===== src/rtl/tcf_pkg.sv =====
// Shared constants, register codes and helper functions of the tilt filter.
package tcf_pkg;

    localparam int CORDIC_STEPS_DEF = 16;
    localparam int ANGLE_FRAC_DEF   = 8;
    localparam int Z_FRAC           = 20;
    localparam int DATA_W           = 16;
    localparam int ANG_W            = 17;
    localparam int WEIGHT_W         = 17;
    localparam int CFG_IDX_W        = 3;
    localparam int CFG_DATA_W       = 17;

    localparam logic [CFG_IDX_W-1:0] REG_DB_LOW  = 3'd0;
    localparam logic [CFG_IDX_W-1:0] REG_DB_HIGH = 3'd1;
    localparam logic [CFG_IDX_W-1:0] REG_OFFSET  = 3'd2;
    localparam logic [CFG_IDX_W-1:0] REG_WEIGHT  = 3'd3;
    localparam logic [CFG_IDX_W-1:0] REG_LIMIT   = 3'd4;
    localparam logic [CFG_IDX_W-1:0] REG_GAIN    = 3'd5;

    localparam logic OP_SAMPLE = 1'b0;
    localparam logic OP_TOGGLE = 1'b1;

    // atan(2^-i) in degrees, Q20
    function automatic logic signed [31:0] atan_q20(input logic [4:0] idx);
        logic signed [31:0] v;
        case (idx)
            5'd0:    v = 32'sd47185920;
            5'd1:    v = 32'sd27855475;
            5'd2:    v = 32'sd14718068;
            5'd3:    v = 32'sd7471121;
            5'd4:    v = 32'sd3750058;
            5'd5:    v = 32'sd1876857;
            5'd6:    v = 32'sd938658;
            5'd7:    v = 32'sd469357;
            5'd8:    v = 32'sd234682;
            5'd9:    v = 32'sd117342;
            5'd10:   v = 32'sd58671;
            5'd11:   v = 32'sd29335;
            5'd12:   v = 32'sd14668;
            5'd13:   v = 32'sd7334;
            5'd14:   v = 32'sd3667;
            5'd15:   v = 32'sd1833;
            5'd16:   v = 32'sd917;
            5'd17:   v = 32'sd458;
            5'd18:   v = 32'sd229;
            5'd19:   v = 32'sd115;
            5'd20:   v = 32'sd57;
            5'd21:   v = 32'sd29;
            5'd22:   v = 32'sd14;
            5'd23:   v = 32'sd7;
            default: v = 32'sd0;
        endcase
        return v;
    endfunction

    // Clamp to the 17-bit angle range
    function automatic logic signed [ANG_W-1:0] sat17(input logic signed [39:0] v);
        logic signed [ANG_W-1:0] r;
        if (v < -40'sd65536) begin
            r = -17'sd65536;
        end else if (v > 40'sd65535) begin
            r = 17'sd65535;
        end else begin
            r = v[ANG_W-1:0];
        end
        return r;
    endfunction

endpackage


===== src/rtl/tcf_cordic.sv =====
// Bit-serial square root followed by a CORDIC vectoring pass for the accel tilt.
module tcf_cordic #(
    parameter int CORDIC_STEPS    = tcf_pkg::CORDIC_STEPS_DEF,
    parameter int ANGLE_FRAC_BITS = tcf_pkg::ANGLE_FRAC_DEF
) (
    input  logic                              i_clk,
    input  logic                              i_rst_n,
    input  logic                              i_start,
    input  logic [31:0]                       i_sum,
    input  logic signed [tcf_pkg::DATA_W-1:0] i_ay,
    output logic                              o_done,
    output logic signed [ANGLE_FRAC_BITS+9:0] o_tilt
);
    import tcf_pkg::*;

    localparam int SH = Z_FRAC - ANGLE_FRAC_BITS;
    localparam int TW = ANGLE_FRAC_BITS + 10;

    localparam logic [1:0] C_IDLE = 2'd0;
    localparam logic [1:0] C_SQRT = 2'd1;
    localparam logic [1:0] C_ROT  = 2'd2;
    localparam logic [1:0] C_FIN  = 2'd3;

    logic [1:0]         r_state;
    logic [4:0]         r_cnt;
    logic [63:0]        r_v;
    logic [35:0]        r_rem;
    logic [31:0]        r_root;
    logic signed [35:0] r_x, r_y;
    logic signed [31:0] r_z;
    logic               r_ay_zero;
    logic signed [TW-1:0] r_tilt;
    logic               r_done;

    logic [35:0]        rem_sh, trial;
    logic signed [35:0] dx, dy;
    logic signed [31:0] ang, q;

    always_comb begin
        rem_sh = {r_rem[33:0], r_v[63:62]};
        trial  = {2'b00, r_root, 2'b01};
        dx     = r_y >>> r_cnt;
        dy     = r_x >>> r_cnt;
        ang    = atan_q20(r_cnt);
        q      = -r_z + (32'sd1 <<< (SH - 1));
    end

    always_ff @(posedge i_clk) begin
        if (!i_rst_n) begin
            r_state <= C_IDLE;
            r_done  <= 1'b0;
        end else begin
            r_done <= 1'b0;
            case (r_state)
                C_IDLE: begin
                    if (i_start) begin
                        r_v       <= {i_sum, 32'd0};
                        r_rem     <= '0;
                        r_root    <= '0;
                        r_cnt     <= '0;
                        r_ay_zero <= (i_ay == '0);
                        r_y       <= 36'(i_ay) <<< 16;
                        r_state   <= C_SQRT;
                    end
                end
                C_SQRT: begin
                    // one root bit per cycle, two radicand bits shifted in
                    r_v <= {r_v[61:0], 2'b00};
                    if (rem_sh >= trial) begin
                        r_rem  <= rem_sh - trial;
                        r_root <= {r_root[30:0], 1'b1};
                    end else begin
                        r_rem  <= rem_sh;
                        r_root <= {r_root[30:0], 1'b0};
                    end
                    if (r_cnt == 5'd31) begin
                        r_cnt   <= '0;
                        r_state <= C_ROT;
                    end else begin
                        r_cnt <= r_cnt + 5'd1;
                    end
                end
                C_ROT: begin
                    // first step takes x from the root and starts z at zero
                    if (!r_y[35]) begin
                        r_x <= (r_cnt == '0 ? 36'($signed({1'b0, r_root})) : r_x) + dx;
                        r_y <= r_y - (r_cnt == '0 ? 36'($signed({1'b0, r_root})) : dy);
                        r_z <= (r_cnt == '0 ? 32'sd0 : r_z) + ang;
                    end else begin
                        r_x <= (r_cnt == '0 ? 36'($signed({1'b0, r_root})) : r_x) - dx;
                        r_y <= r_y + (r_cnt == '0 ? 36'($signed({1'b0, r_root})) : dy);
                        r_z <= (r_cnt == '0 ? 32'sd0 : r_z) - ang;
                    end
                    if (r_cnt == 5'(CORDIC_STEPS - 1)) begin
                        r_state <= C_FIN;
                    end else begin
                        r_cnt <= r_cnt + 5'd1;
                    end
                end
                C_FIN: begin
                    r_tilt  <= r_ay_zero ? '0 : TW'(q >>> SH);
                    r_done  <= 1'b1;
                    r_state <= C_IDLE;
                end
                default: r_state <= C_IDLE;
            endcase
        end
    end

    assign o_done = r_done;
    assign o_tilt = r_tilt;

endmodule

===== config.mk =====
export PLATFORM = sky130hd
export DESIGN_NAME = tcf_cordic
export DESIGN_NICKNAME = d
export VERILOG_FILES = /design/src/rtl/tcf_pkg.sv /design/src/rtl/tcf_cordic.sv
export SDC_FILE = /design/constraint.sdc
export NUM_CORES = 1
export LEC_CHECK = 0
export BUFFER_PORTS_ARGS = -buffer_cell sky130_fd_sc_hd__buf_4
export CAP_MARGIN = 10
export CORE_MARGIN = 1.5
export CORE_UTILIZATION = 65
export DETAILED_ROUTE_END_ITERATION = 6
export PLACE_DENSITY = 0.85
export SLEW_MARGIN = 5
export SYNTH_ARGS = -nofsm -noshare
export SYNTH_HDL_FRONTEND = slang
export SYNTH_SLANG_ARGS = --single-unit

===== constraint.sdc =====
create_clock -name i_clk -period 12.6 [get_ports i_clk]
set_clock_uncertainty 0.05 [all_clocks]
set_input_delay 1.26 -clock i_clk [delete_from_list [all_inputs] [get_ports i_clk]]
set_output_delay 1.26 -clock i_clk [all_outputs]
set_load 0.02 [all_outputs]

# Word-level counts from Yosys, hierarchy flattened
# Memory sizes are Yosys's and may differ from the RTL's. A register that Yosys moved wholly into a read port is not among the register bits.
# Index checks and enable logic that the tools add are counted.
[word_totals] register_bits=261 mem_bits_ro=832 out_inout_bits=19 wordCells=73 mem_count=1
[mem_list] name="(name not given)" depth=32 word_bits=26 read_ports=1 rd_ports_with_merged_regs=1 wr=0 line_no="tcf_pkg.sv:26" rtl="case (idx)"
[classes] n_addsub=10 n_lt_le_gt_ge=1 eq_ne=9 shift=2 muxes=26 reduce_logical=13
[op_table] cell="36-bit 2-to-1 mux" n=5
[op_table] cell="64-bit one-hot mux with 2 select lines" n=1
[op_table] cell="32-bit 2-to-1 mux" n=3
[op_table] cell="36-bit adder" n=2
[op_table] cell="36-bit one-hot mux with 2 select lines" n=1
[op_table] cell="36-bit by 5-bit >>> shifter with 36-bit output" n=2
[op_table] cell="36-bit subtractor" n=2
[op_table] cell="34-bit 2-to-1 mux" n=2
[op_table] cell="34-bit one-hot mux with 2 select lines" n=1
[op_table] cell="64-bit 2-to-1 mux" n=1
[op_table] cell="32-bit one-hot mux with 2 select lines" n=1
[op_table] cell="36-bit by 34-bit greater-or-equal comparator with 1-bit output" n=1
[op_table] cell="34-bit subtractor" n=1
[op_table] cell="32-bit adder" n=1
[op_table] cell="32-bit subtractor" n=1
[op_table] cell="30-bit by 13-bit adder with 30-bit output, second input constant" n=1
[op_table] cell="30-bit negator" n=1
[op_table] cell="5-bit 2-to-1 mux" n=4
[op_table] cell="16-bit zero test" n=1
[op_table] cell="5-bit one-hot mux with 3 select lines" n=1
[op_table] cell="3-bit AND reduction" n=4
[op_table] cell="2-bit inequality test, second input constant" n=4
[op_table] cell="2-bit one-hot mux with 4 select lines" n=1
[op_table] cell="2-bit 2-to-1 mux" n=3
[op_table] cell="12 further kinds" n=16

# Longest topological paths before layout
[depth] word_depth=5 ltp_mapped=31 mapped_depth_nobuf=24

# Worst setup path before layout
# OpenSTA, ideal clock, no wires.
[synth_path] path_kind="input to register" start="input i_rst_n" end="register r_rem[0] (enable)" setup_time_ns=0.706 arrival_ns=8.365 required_time_ns=11.844 path_slack_ns=3.480 cell_stages=1 path_cell_list="a21boi_0"
[synth_via] elab_chain_cells=1
[synth_lines] element="from (decl)" line_no="tcf_cordic.sv:7" rtl="input logic i_rst_n,"
[synth_lines] element="3-bit AND reduction (no line)"
[synth_lines] element="to (signal assigned)" line_no="tcf_cordic.sv:70" rtl="r_rem <= rem_sh - trial;"
[synth_lines] element="to (signal assigned)" line_no="tcf_cordic.sv:73" rtl="r_rem <= rem_sh;"
[synth_lines] element="to (decl)" line_no="tcf_cordic.sv:27" rtl="logic [35:0] r_rem;"
# Every way passes these cells.
# A chain may end at the register's enable or synchronous reset.

# Final worst setup path
[layout_path] start="register r_cnt[0]" end="register r_x[25], data pin"
[layout_via] elab_chain_cells=4 elab_cells_between_ends=6 cone_classes="add/sub (2); shift (1); mux (2); reduce/logical (1)"
[layout_lines] element="from (decl)" line_no="tcf_cordic.sv:25" rtl="logic [4:0] r_cnt;"
[layout_lines] element="from (signal assigned)" line_no="tcf_cordic.sv:80" rtl="r_cnt <= r_cnt + 5'd1;"
[layout_lines] element="from (signal assigned)" line_no="tcf_cordic.sv:97" rtl="r_cnt <= r_cnt + 5'd1;"
[layout_lines] element="parallel branches: the longest is 3 deep, another holds 36-bit adder"
[layout_lines] element="36-bit 2-to-1 mux *" line_no="tcf_cordic.sv:85" rtl="if (!r_y[35]) begin"
[layout_lines] element="to (signal assigned)" line_no="tcf_cordic.sv:86" rtl="r_x <= (r_cnt == '0 ? 36'($signed({1'b0, r_root})) : r_x) + dx;"
[layout_lines] element="to (signal assigned)" line_no="tcf_cordic.sv:90" rtl="r_x <= (r_cnt == '0 ? 36'($signed({1'b0, r_root})) : r_x) - dx;"
[layout_lines] element="to (decl)" line_no="tcf_cordic.sv:29" rtl="logic signed [35:0] r_x, r_y;"
# Every way passes the cells marked *.

==> results.md <==
- DR WL/cell: roughly 25 µm
- Fillers: around 2800
- Final min period: ~8.5 ns
- Violated checks: DRC
- Final wirelength: between 80 and 90 mm
- Slowest CP cell: edfxtp_1
- Via-to-Cell Ratio: around 7.0
- Ys Warns: 0
- Setup bufs post-CTS: 0
- Max Freq: between 100 and 150 MHz
- # rows: between 70 and 80
- CTS Hold Bufs: 0
- Post-Synthesis Cells: roughly 2700
- Synth top area cells: edfxtp_1 (27%), ha_1 (7.7%), xnor2_1 (5.0%)
- # IOs: 70
- Critical-path cell list: buf_4 > mux4_1 > mux2_4 > a22oi_4 > o211ai_4 > inv_1 > ha_1 > inv_1 > nor3b_1 > nor4b_2 > and2_1 > a21oi_1 > xor2_1 > ha_1 > a21o_1 > a21o_1 > a21oi_1 > nor3b_1 > or4b_2 > a31oi_1 > o21bai_1 > a2111oi_0 > a41o_1 > nor2_1
- Number of DRC markers after the initial detailed-route iteration: around 2600
- Clk pwr share: approximately an eighth
- Total Routing Usage GR: 40.92%
- Global-route wire length before repair: 123.0 mm
- Synth top area share: approximately 27%
- Yosys cell types: 102
- VDD IR-drop max: roughly 0.20 mV
- CTS root buf: clkbuf_16
- Asr flop ratio synth: 0%
- Switch share: between 40 and 50%
- Avg Cell Area, Syn: 9.196 µm²
- Syn_nets: just under 3000
- Resize count post-CTS: 0
- Pleak: ~11 nW
- Unrepaired setup endpoints after global routing: no
- Drt pass-1 iters: 7
- Final setup margin: 4.146 ns
- Largest net degree at the start of global routing: 76
- Die H: ~200 µm
- Die area: just under 40000 µm²
- Final-report setup violation count: 0
- H-tree depth: 1
- Final Hold Slack: 0.4967 ns
- Clk sink count: roughly 250
- Util after Layout: 70.43%
- Worst Reg-to-Reg Cells: 24
- EDFF count, synth: 224
- Total CTS buffers: 31
- Tightest Pin Transition: approximately 1.1 ns
- Synth Register Bits: roughly 250
- Clk_lat worst skew: 0.62 ns
- Hold depth: 1
- Arr. time, crit path: just under 9 ns
- Setup crit end kind: flop
- DRC violations left: 15
- Period Utilization, post-route: roughly two thirds
- Crit Path Category: flop to flop
- Vias in the first global route: roughly 21000
- CP max stage delay: roughly 1.1 ns
- Worst R2R Start: r_cnt[0]
- Routability Congestion: approximately 1.1
- Fin nets: 2877
- Detail Placement HPWL: ~60 mm
- Hold Path Class: flop to flop
- Critical Path Source: r_cnt[0]
- Slew Limit Fails: 0
- Data required, critical path: 12.92 ns
- CTS tree: built
- Pint: 3.999 mW
- Post-synth top flop: edfxtp_1
- Seq/Total Area, Yosys: between 20% and 30%
- Core Area: 37490 µm²
- Post-synth top cells: nor2_1 (253), nand2_1 (230), edfxtp_1 (224)
- Outcome: finished, violations left
- Area of the multi-input gates: between 15000 and 20000 µm²
- Initial antenna violation count: 0
- Power per cell area: approximately 300 nW/µm²
- Synthesized area: 24610 µm²
- Routed Antenna Nets: 0
- Hold Vio Cnt, Final: 0
- Slew HR: between 20 and 30%
- Grt ovf: 0
- Die X: 197.6 µm
- Register area: between 7000 and 8000 µm²
- Clock Pin Slew Worst Setup and Hold Paths: approximately 0.07 ns
- Max cap viols: 0
- PortBufs: slightly below 70
- Critical path startpoint category: flop
- Initial core utilization: 65.64%
- Setup TNS Final: 0 ns
- Most frequent cell after synthesis: nor2_1
- Area growth, synth to finish: 7.291%
- Total power: around 8 mW
- Dpl ws: between 4 and 5 ns
- Hold_sp: r_v[51]
- Comb power frac: about two thirds
- Flop pwr share: approximately 20%
- Deepest clock path buffer count: 3
- P_sw: between 3 and 4 mW
- Antenna diodes: 0
- Layout cells sized above 1: roughly 13%
- Via count: 22400
- Area leader, netlist: edfxtp_1
- CP max FO: 57
kinds of logic (layout without fill, tap and decap cells):
kind of cell,count (synthesis),in the layout,share of synthesized area (%)
and+or+nand+nor,840,840,16.38
muxes,248,248,14.55
AOI/OAI and AO/OA,737,737,19.51
DFF,253,253,29.69
buffers and inverters,242,263,4.698
adders and majority gates,154,154,7.921
xor gates and xnor gates,202,202,7.245
critical path, delay by kind of cell (launching register included):
kind,cells,cell delay (ns)
simple gates,6,2.22
fa+ha+maj,2,0.52
buf+inv,3,0.99
flops,1,1.05
mux,2,1.02
compound gates,10,2.03
xor+xnor,1,0.30
path summary, 6_finish.rpt:
| kind | to | slack (ns) |
|---|---|---|
| worst max-delay path | r_x[25] | 4.15 |
| worst min-delay path | r_v[53] | 0.50 |
| worst max register to register | r_x[25] | 4.15 |
| worst min register to register | r_v[53] | 0.50 |
state kept, by name, indices dropped and copies added, names as in the netlist, 5 cells and up:
signal	cells
r_root	32
r_rem	34
r_y	36
ang	26
o_tilt	18
r_z	30
r_x	36
r_cnt	5
r_v	32
layout make-up:
cell class	count	area share (%)
Multi-Input combinational cell	2181	61.31
Timing Repair Buffer	97	2.758
Tap cell	511	2.422
Clock buffer	40	3.493
Sequential cell	253	27.68
Clock inverter	18	0.8103
Inverter	108	1.535
power by group through the flow:
| stage | registers (mW) | clock network [mW] | logic [mW] |
|---|---|---|---|
| floorplan | 1.45 | 0 | 3.92 |
| global placement | 1.51 | 0 | 4.90 |
| detailed placement | 1.52 | 0 | 5.07 |
| CTS | 1.50 | 0.994 | 5.13 |
| global route | 1.53 | 1.02 | 5.68 |
| finish | 1.51 | 0.994 | 5.28 |
placed cells by master, fill, tap and decap left out, types with 50 or more instances in the layout:
| master | instances |
|---|---|
| ha_1 | 150 |
| inv_1 | 104 |
| o21ai_0 | 135 |
| nand2_1 | 229 |
| a21o_1 | 71 |
| xnor2_1 | 140 |
| buf_4 | 97 |
| mux2i_1 | 89 |
| mux2_2 | 85 |
| edfxtp_1 | 224 |
| mux4_2 | 50 |
| xor2_1 | 61 |
| nor3_1 | 58 |
| a21oi_1 | 209 |
| and2_1 | 57 |
| nor2_1 | 253 |
| nand3_1 | 51 |
routing by layer:
layer	routed length, µm	GRT usage (%)
met3	8044	9.322
met1	31320	52.27
met5	0	0
met4	5111	22.19
met2	36370	64.53
per-stage QoR:
stage          instance area (µm²)  cells
6_report                     26400   3208
5_1_grt                      26400   3208
4_1_cts                      26400   3208
3_5_place_dp                 25270   3150
3_3_place_gp                 25270   3150
2_1_floorplan                24610   2676
(Power assumes the default switching activity.)
